==> src/sv/xmr_pkg.sv <==
// Shared types and constants of the XMODEM receiver unit.
// No dependencies; used by every module of the block.
package xmr_pkg;

  // Item kinds carried on the input tuser
  localparam logic [1:0] REQ_BYTE  = 2'd0;
  localparam logic [1:0] REQ_TICK  = 2'd1;
  localparam logic [1:0] REQ_START = 2'd2;

  // Protocol control bytes
  localparam logic [7:0] C_SOH = 8'h01;
  localparam logic [7:0] C_STX = 8'h02;
  localparam logic [7:0] C_EOT = 8'h04;
  localparam logic [7:0] C_ACK = 8'h06;
  localparam logic [7:0] C_NAK = 8'h15;
  localparam logic [7:0] C_CAN = 8'h18;

  // Completion status codes
  localparam logic [1:0] ST_OK      = 2'd0;
  localparam logic [1:0] ST_TIMEOUT = 2'd1;
  localparam logic [1:0] ST_CANCEL  = 2'd2;

  // Configuration register indexes
  localparam int CfgIdxW = 2;
  localparam logic [CfgIdxW-1:0] CFG_HDR_TO    = 2'd0;
  localparam logic [CfgIdxW-1:0] CFG_BYTE_TO   = 2'd1;
  localparam logic [CfgIdxW-1:0] CFG_PURGE_Q   = 2'd2;
  localparam logic [CfgIdxW-1:0] CFG_NAK_LIMIT = 2'd3;
  localparam int CfgDataW = 16;

  // Block sizes and byte index width
  localparam int IdxW = 11;
  localparam logic [IdxW-1:0] BLK_SMALL = 11'd128;
  localparam logic [IdxW-1:0] BLK_BIG   = 11'd1024;

  // Output word width: 53 bits of fields padded to whole bytes
  localparam int OutW = 56;

  typedef struct packed {
    logic [15:0] header_timeout_ms;
    logic [15:0] byte_timeout_ms;
    logic [15:0] purge_quiet_ms;
    logic [7:0]  nak_limit;
  } xmr_cfg_t;

  typedef struct packed {
    logic [15:0] length;
    logic [1:0]  status;
    logic        done_res;
    logic [7:0]  wr_byte;
    logic [15:0] wr_offset;
    logic        wr_valid;
    logic [7:0]  tx_byte;
    logic        tx_valid;
  } xmr_res_t;

endpackage

==> src/sv/xmr_cfg_regs.sv <==
// Configuration register file of the XMODEM receiver unit.
// Depends on xmr_pkg for the register indexes and the xmr_cfg_t bundle.
module xmr_cfg_regs (
  input  logic                         clk,
  input  logic                         rst_n,
  input  logic                         cfg_we,
  input  logic [xmr_pkg::CfgIdxW-1:0]  cfg_index,
  input  logic [xmr_pkg::CfgDataW-1:0] cfg_wdata,
  output xmr_pkg::xmr_cfg_t            cfg
);
  import xmr_pkg::*;

  xmr_cfg_t cfg_r, cfg_nxt;

  // Decode the write onto the addressed register
  always_comb begin
    cfg_nxt = cfg_r;
    if (cfg_we) begin
      case (cfg_index)
        CFG_HDR_TO:    cfg_nxt.header_timeout_ms = cfg_wdata;
        CFG_BYTE_TO:   cfg_nxt.byte_timeout_ms   = cfg_wdata;
        CFG_PURGE_Q:   cfg_nxt.purge_quiet_ms    = cfg_wdata;
        CFG_NAK_LIMIT: cfg_nxt.nak_limit         = cfg_wdata[7:0];
        default:       cfg_nxt = cfg_r;
      endcase
    end
  end

  always_ff @(posedge clk) begin
    if (!rst_n) begin
      cfg_r.header_timeout_ms <= 16'd200;
      cfg_r.byte_timeout_ms   <= 16'd100;
      cfg_r.purge_quiet_ms    <= 16'd100;
      cfg_r.nak_limit         <= 8'd10;
    end else begin
      cfg_r <= cfg_nxt;
    end
  end

  assign cfg = cfg_r;

endmodule

==> src/sv/xmr_core.sv <==
// Protocol state machine of the XMODEM receiver unit: state registers and the
// per-word update. Depends on xmr_pkg for codes and the cfg/result bundles.
module xmr_core (
  input  logic              clk,
  input  logic              rst_n,
  input  logic              adv,
  input  logic [1:0]        req_type,
  input  logic [7:0]        rx_byte,
  input  xmr_pkg::xmr_cfg_t cfg,
  output xmr_pkg::xmr_res_t res
);
  import xmr_pkg::*;

  localparam logic [2:0] PH_PURGE  = 3'd0;
  localparam logic [2:0] PH_HEADER = 3'd1;
  localparam logic [2:0] PH_BLKNUM = 3'd2;
  localparam logic [2:0] PH_COMP   = 3'd3;
  localparam logic [2:0] PH_DATA   = 3'd4;
  localparam logic [2:0] PH_CKSUM  = 3'd5;
  localparam logic [2:0] PH_SKIP   = 3'd6;
  localparam logic [2:0] PH_IDLE   = 3'd7;

  logic [2:0]      phase_r, phase_nxt;
  logic [15:0]     tick_r, tick_nxt;
  logic [7:0]      naks_r, naks_nxt;
  logic [7:0]      exp_blk_r, exp_blk_nxt;
  logic            big_r, big_nxt;
  logic [7:0]      got_blk_r, got_blk_nxt;
  logic [IdxW-1:0] idx_r, idx_nxt;
  logic [7:0]      sum_r, sum_nxt;
  logic [15:0]     len_r, len_nxt;

  logic [IdxW-1:0] blk_size;
  logic [IdxW-1:0] idx_inc;
  logic [15:0]     tick_inc;
  logic [15:0]     limit;
  logic [7:0]      prev_blk;

  assign blk_size = big_r ? BLK_BIG : BLK_SMALL;
  assign idx_inc  = idx_r + IdxW'(1);
  assign tick_inc = (tick_r != 16'hFFFF) ? tick_r + 16'd1 : tick_r;
  assign prev_blk = exp_blk_r - 8'd1;

  // Pick the timeout that applies to the current phase
  always_comb begin
    case (phase_r)
      PH_PURGE:  limit = cfg.purge_quiet_ms;
      PH_HEADER: limit = cfg.header_timeout_ms;
      default:   limit = cfg.byte_timeout_ms;
    endcase
  end

  // Work out the next state and the result of the word at the head
  always_comb begin
    phase_nxt   = phase_r;
    tick_nxt    = tick_r;
    naks_nxt    = naks_r;
    exp_blk_nxt = exp_blk_r;
    big_nxt     = big_r;
    got_blk_nxt = got_blk_r;
    idx_nxt     = idx_r;
    sum_nxt     = sum_r;
    len_nxt     = len_r;
    res         = '0;

    if (req_type == REQ_START) begin
      phase_nxt   = PH_PURGE;
      tick_nxt    = '0;
      naks_nxt    = '0;
      exp_blk_nxt = 8'd1;
      big_nxt     = 1'b0;
      got_blk_nxt = '0;
      idx_nxt     = '0;
      sum_nxt     = '0;
      len_nxt     = '0;
    end else if (req_type == REQ_TICK && phase_r != PH_IDLE) begin
      tick_nxt = tick_inc;
      if (tick_inc >= limit) begin
        tick_nxt = '0;
        if (phase_r == PH_PURGE) begin
          res.tx_valid = 1'b1;
          res.tx_byte  = C_NAK;
          if (naks_r >= cfg.nak_limit) begin
            res.done_res = 1'b1;
            res.status   = ST_TIMEOUT;
            phase_nxt    = PH_IDLE;
          end else begin
            if (naks_r != 8'hFF) naks_nxt = naks_r + 8'd1;
            phase_nxt = PH_HEADER;
          end
        end else begin
          phase_nxt = PH_PURGE;
        end
      end
    end else if (req_type == REQ_BYTE && phase_r != PH_IDLE) begin
      tick_nxt = '0;
      case (phase_r)
        PH_HEADER: begin
          if (rx_byte == C_SOH || rx_byte == C_STX) begin
            big_nxt   = (rx_byte == C_STX);
            phase_nxt = PH_BLKNUM;
          end else if (rx_byte == C_EOT) begin
            res.tx_valid = 1'b1;
            res.tx_byte  = C_ACK;
            res.done_res = 1'b1;
            res.length   = len_r;
            phase_nxt    = PH_IDLE;
          end else if (rx_byte == C_CAN) begin
            res.done_res = 1'b1;
            res.status   = ST_CANCEL;
            phase_nxt    = PH_IDLE;
          end else begin
            phase_nxt = PH_PURGE;
          end
        end
        PH_BLKNUM: begin
          got_blk_nxt = rx_byte;
          phase_nxt   = PH_COMP;
        end
        PH_COMP: begin
          idx_nxt = '0;
          sum_nxt = '0;
          if (got_blk_r == exp_blk_r && rx_byte == ~exp_blk_r)
            phase_nxt = PH_DATA;
          else if (got_blk_r == prev_blk && rx_byte == ~prev_blk)
            phase_nxt = PH_SKIP;
          else
            phase_nxt = PH_PURGE;
        end
        PH_DATA: begin
          res.wr_valid  = 1'b1;
          res.wr_offset = len_r + 16'(idx_r);
          res.wr_byte   = rx_byte;
          sum_nxt       = sum_r + rx_byte;
          idx_nxt       = idx_inc;
          if (idx_inc >= blk_size) phase_nxt = PH_CKSUM;
        end
        PH_CKSUM: begin
          if (rx_byte == sum_r) begin
            res.tx_valid = 1'b1;
            res.tx_byte  = C_ACK;
            exp_blk_nxt  = exp_blk_r + 8'd1;
            len_nxt      = len_r + 16'(blk_size);
            phase_nxt    = PH_HEADER;
          end else begin
            phase_nxt = PH_PURGE;
          end
        end
        PH_SKIP: begin
          idx_nxt = idx_inc;
          if (idx_inc >= blk_size + IdxW'(1)) begin
            res.tx_valid = 1'b1;
            res.tx_byte  = C_ACK;
            naks_nxt     = '0;
            phase_nxt    = PH_HEADER;
          end
        end
        default: ;
      endcase
    end
  end

  // Commit the update when the word moves into the result register
  always_ff @(posedge clk) begin
    if (!rst_n) begin
      phase_r   <= PH_PURGE;
      tick_r    <= '0;
      naks_r    <= '0;
      exp_blk_r <= 8'd1;
      big_r     <= 1'b0;
      got_blk_r <= '0;
      idx_r     <= '0;
      sum_r     <= '0;
      len_r     <= '0;
    end else if (adv) begin
      phase_r   <= phase_nxt;
      tick_r    <= tick_nxt;
      naks_r    <= naks_nxt;
      exp_blk_r <= exp_blk_nxt;
      big_r     <= big_nxt;
      got_blk_r <= got_blk_nxt;
      idx_r     <= idx_nxt;
      sum_r     <= sum_nxt;
      len_r     <= len_nxt;
    end
  end

endmodule

==> src/sv/xmodem_receiver_unit.sv <==
// XMODEM receiver unit (checksum, 128/1024-byte blocks). Each input word is a
// received byte, a millisecond tick or a start request, and produces exactly one
// result word carrying any ACK/NAK reply, any data write and the completion
// status. A word passes an input register, the state-machine update and a
// result register: one word per cycle sustained while out_tready is high. While a
// result waits, the input register holds its word; in_tready is high while that
// register is empty or its word moves to the result register. Configuration
// must be written through the cfg_ port while no word is in flight; the block
// does not enforce this. Depends on xmr_pkg, xmr_cfg_regs and xmr_core.
module xmodem_receiver_unit (
  input  logic                         clk,
  input  logic                         rst_n,
  // Input stream
  input  logic                         in_tvalid,
  output logic                         in_tready,
  input  logic [7:0]                   in_tdata,   // [7:0] rx_byte
  input  logic [1:0]                   in_tuser,   // [1:0] req_type
  // Result stream
  output logic                         out_tvalid,
  input  logic                         out_tready,
  // [0] tx_valid, [8:1] tx_byte, [9] wr_valid, [25:10] wr_offset,
  // [33:26] wr_byte, [34] done_res, [36:35] status, [52:37] length, [55:53] zero
  output logic [xmr_pkg::OutW-1:0]     out_tdata,
  // Configuration write port
  input  logic                         cfg_we,
  input  logic [xmr_pkg::CfgIdxW-1:0]  cfg_index,
  input  logic [xmr_pkg::CfgDataW-1:0] cfg_wdata
);
  import xmr_pkg::*;

  xmr_cfg_t cfg;
  xmr_res_t res;
  xmr_res_t res_r;

  logic       in_vld_r;
  logic [1:0] in_req_r;
  logic [7:0] in_byte_r;
  logic       out_vld_r;
  logic       res_load;
  logic       in_load;

  // Result register frees up when empty or being taken this cycle
  assign res_load  = in_vld_r && (!out_vld_r || out_tready);
  assign in_tready = !in_vld_r || res_load;
  assign in_load   = in_tvalid && in_tready;

  xmr_cfg_regs u_cfg (
    .clk       (clk),
    .rst_n     (rst_n),
    .cfg_we    (cfg_we),
    .cfg_index (cfg_index),
    .cfg_wdata (cfg_wdata),
    .cfg       (cfg)
  );

  xmr_core u_core (
    .clk      (clk),
    .rst_n    (rst_n),
    .adv      (res_load),
    .req_type (in_req_r),
    .rx_byte  (in_byte_r),
    .cfg      (cfg),
    .res      (res)
  );

  // Input register: hold the word until the core consumes it
  always_ff @(posedge clk) begin
    if (!rst_n) begin
      in_vld_r <= 1'b0;
    end else if (in_tready) begin
      in_vld_r <= in_tvalid;
    end
  end

  always_ff @(posedge clk) begin
    if (in_load) begin
      in_req_r  <= in_tuser;
      in_byte_r <= in_tdata;
    end
  end

  // Result register: hold the word until the sink takes it
  always_ff @(posedge clk) begin
    if (!rst_n) begin
      out_vld_r <= 1'b0;
    end else if (res_load) begin
      out_vld_r <= 1'b1;
    end else if (out_tready) begin
      out_vld_r <= 1'b0;
    end
  end

  always_ff @(posedge clk) begin
    if (res_load) res_r <= res;
  end

  assign out_tvalid = out_vld_r;
  assign out_tdata  = {(OutW - $bits(xmr_res_t))'(0), res_r};

endmodule

==> config.mk <==
export PLATFORM = sky130hd
export DESIGN_NAME = xmodem_receiver_unit
export DESIGN_NICKNAME = d
export VERILOG_FILES = /design/src/sv/xmr_pkg.sv /design/src/sv/xmr_cfg_regs.sv /design/src/sv/xmr_core.sv /design/src/sv/xmodem_receiver_unit.sv
export SDC_FILE = /design/constraint.sdc
export NUM_CORES = 1
export LEC_CHECK = 0
export BUFFER_PORTS_ARGS = -buffer_cell sky130_fd_sc_hd__buf_2
export CAP_MARGIN = 20
export CORE_UTILIZATION = 55
export CTS_CLUSTER_DIAMETER = 150
export DETAILED_ROUTE_END_ITERATION = 6
export MAX_ROUTING_LAYER = met4
export PLACE_DENSITY = 0.75
export SYNTH_ARGS = -nofsm -noshare
export SYNTH_HDL_FRONTEND = slang
export SYNTH_SLANG_ARGS = --single-unit
==> constraint.sdc <==
create_clock -name clk -period 5.3 [get_ports clk]
set_input_delay 0.795 -clock clk [delete_from_list [all_inputs] [get_ports clk]]
set_output_delay 0.795 -clock clk [all_outputs]
set_load 0.02 [all_outputs]
==> metrics.md <==
| Metric | Value |
|---|---|
| Layout area overhead | 10.1% |
| First-pass GRT wire length | 37.6 mm |
| Setup_tns | 0 ns |
| Sequential cell area | 4100 um^2 |
| Crit-path cells | and4_4 -> nand4_4 -> or2_2 -> or3_1 -> a31oi_1 -> ha_1 -> a21o_1 -> a21o_1 -> a21oi_1 -> and4_2 -> a21oi_1 -> a311oi_1 |
| Sequential-to-total area share from yosys stat | between 40% and 50% |
| Full die area | ~19,000 um^2 |
| Placed insts | about 1,400 |
| Port bufs | 76 |
| Power density over the cells | 267 nW/um^2 |
| Max rail drop VDD | between 200 and 250 uV |
| Vias per cell | 5.80 |
| Syn_area_per_cell | around 8.6 um^2 |
| RSZ-0062 raised after global routing | false |
| Starting Density | about 57% |
| Worst Path Required | 5.64 ns |
| Clock Path Buffers | 2 |
| Crit share post-route | between 70% and 80% |
| Routability cong. | 0.919 |
| Later-pin clock latency in the skew report | around 0.44 ns |
| Post-cts repair resize count | 0 |
| GRT Total Usage | a little over a quarter |
| Pin count of the biggest net entering global routing | 50 |
| Ant diodes | 0 |
| Final Max Tran Viols | 0 |
| Final count of hold timing violations | 0 |
| H-tree lvl count | 4 |
| Final Instance Count excl. Fillers | around 1,400 |
| Core area | between 15,000 and 20,000 um^2 |
| DR WL/cell | between 15 and 20 um |
| Total power | between 2000 and 3000 uW |
| CTS Sinks | 180 |
| Crit-path max FO | 17 |
| Slew @ Worst Pin | 0.991 ns |
| Cell area after synthesis | approximately 9900 um^2 |
| Detail Route Antenna Nets | 0 |
| Worst Path Arrival | 4.44 ns |
| Maximum clock rate | ~0.24 GHz |
| Crit Path Class | flop to flop |
| Post-layout util | 62.6% |
| Min-Delay Path Class | flop to flop |
| Post-CTS setup buffers | 0 |
| Initial antenna violation count | 0 |
| Peak per-stage delay on the critical path | between 0.5 and 0.6 ns |
| Boundary Pins | slightly above 90 |
| Die Y | roughly 140 um |
| DRT Wirelength | about 23 mm |
| FF+latch count, synth | 180 |
| EDFF count, synth | 50 |
| Slew margin rel. | around a third |
| Slowest-stage cell, CP | and4_2 |
| Layout cell share with drive strength beyond 1 | 11.7% |
| Leakage | ~0.0043 uW |
| Post-route DRC | 0 |
| CP endpoint kind | flop |
| Minimum clock period | 4.10 ns |
| Area of the multi-input gates | 5390 um^2 |
| DIE WIDTH | 136 um |
| Vias in the first global route | just under 8,000 |
| Fillers | roughly 1,500 |
| First DRT Iteration DRCs | 597 |
| Count of different cell masters after synthesis | 77 |
| Detail Placement HPWL | 16.1 mm |
| Setup violators final | 0 |
| Total CTS buffers | 17 |
| CTS root buf | clkbuf_16 |
| Nets | ~1,300 |
| Vias | around 8,300 |
| TritonRoute pass-1 iters | 5 |
| Yosys Warn Count | 0 |
| Asr flop ratio synth | 0% |
| Rows | between 40 and 50 |
| Ys flop type | dfxtp_1 |
| Remaining Overflow, GRT | 0 |
| Status | finished, final reports clean |
| CTS tree | done |
| CTS Hold Bufs | 0 |
| CP Launch Type | flop |
| Syn Inst Count | 1,149 |
| Clock-pin slew on the worst setup and hold paths | 0.07 ns |
| Clk_skew | between 0.008 and 0.009 ns |
| Maxcap violations | 0 |
through the flow:
stage	worst slack, ns	hold WS, ns	instance area (um^2)
after floorplan	1.56	0.433	9950
after global placement	1.32	0.438	10400
after detailed placement	1.27	0.444	10400
after CTS	1.22	0.453	10900
after global routing	0.966	0.470	10900
final	1.20	0.449	10900
cell families (layout without fill, tap and decap cells):
group | count (synthesis) | after routing | synth area share, %
adder cells (fa/ha/maj) | 50 | 50 | 6.37
AND/OR/NAND/NOR | 487 | 487 | 24.4
buffers and inverters | 105 | 152 | 4.70
AO/OA/AOI/OAI | 266 | 266 | 17.4
other | 1 | 14 | 0.0379
flip-flops | 180 | 180 | 41.4
multiplexers | 23 | 23 | 2.35
XOR/XNOR | 37 | 37 | 3.27
Yosys cell counts (all sizes together) (18+ instances only):
| library cell | instances | area share (%) |
|---|---|---|
| nand2 | 187 | 7.1 |
| dfxtp | 130 | 26 |
| a21oi | 99 | 5.0 |
| nor2 | 80 | 3.0 |
| edfxtp | 50 | 15 |
| ha | 48 | 6.1 |
| o21ai | 47 | 2.4 |
| clkbuf | 46 | 1.7 |
| nand3 | 35 | 1.8 |
| and2 | 32 | 2.0 |
| inv | 32 | 1.2 |
| buf | 27 | 1.7 |
| nor3 | 26 | 1.3 |
| nand2b | 23 | 1.5 |
| mux2i | 21 | 2.1 |
| xnor2 | 20 | 1.8 |
| a22oi | 18 | 1.4 |
cell usage in the layout (no fill, tap or decap), types with 7 or more instances in the layout:
cell type,count
a211oi_1,8
a21o_1,9
a21oi_1,99
a22oi_1,18
a31oi_1,10
and2_1,29
and3_1,13
buf_2,76
buf_4,12
clkbuf_16,17
conb_1,14
dfxtp_1,130
edfxtp_1,50
ha_1,48
inv_1,30
mux2i_1,21
nand2_1,187
nand2b_1,22
nand3_1,35
nand3b_1,9
nand4_1,10
nor2_1,79
nor2b_1,9
nor3_1,26
o2111ai_1,11
o211a_1,9
o211ai_1,9
o21ai_0,42
o22ai_1,10
or2_2,7
or3_1,13
or4_1,7
xnor2_1,20
xor2_1,17
registers in the layout (all words and copies together), names as in the netlist:
signal,flops
u_core.tick_r,16
u_core.naks_r,8
in_vld_r,1
out_tvalid,1
out_tdata,40
u_core.big_r,1
u_core.len_r,9
u_core.idx_r,11
u_core.exp_blk_r,8
in_req_r,2
u_core.got_blk_r,8
u_core.phase_r,3
u_cfg.cfg,56
u_core.sum_r,8
in_byte_r,8
layout make-up:
type                            count  area share, %
Clock buffer                       19           3.97
Clock inverter                     13          0.998
Inverter                           32           1.10
Multi-Input combinational cell    877           49.4
Sequential cell                   180           37.6
Tap cell                          225           2.58
Timing Repair Buffer               88           4.31
where the power goes:
group	switching, uW	internal (uW)
Sequential	33.0	1450
Combinational	159	78.9
Clock	546	645
Total	737	2170
metal layers:
layer / part of all wire [%] / track usage [%] / vias up
li1: - / - / 4172
met1: 45 / 33.2 / 3876
met2: 48 / 42.9 / 231
met3: 5.1 / 4.14 / 36
met4: 2.0 / 9.01 / 0
met5: 0 / - / -
path summary, 6_finish.rpt:
path	from	endpoint	slack (ns)	cells past startpoint
worst max register to register	u_core.tick_r[4]	u_core.tick_r[9]	1.20	12
worst min register to register	u_cfg.cfg[25]	u_cfg.cfg[25]	0.45	2
worst min-delay path	u_cfg.cfg[25]	u_cfg.cfg[25]	0.45	2
worst max-delay path	u_core.tick_r[4]	u_core.tick_r[9]	1.20	12
worst max-delay path, delay by kind of cell, from the launching register on:
family | cells | cell delay [ns]
and+or+nand+nor | 5 | 1.75
AOI/OAI and AO/OA | 6 | 1.54
DFF | 1 | 0.42
adders and majority gates | 1 | 0.29
No activity file was read; power rests on OpenSTA's default activity.
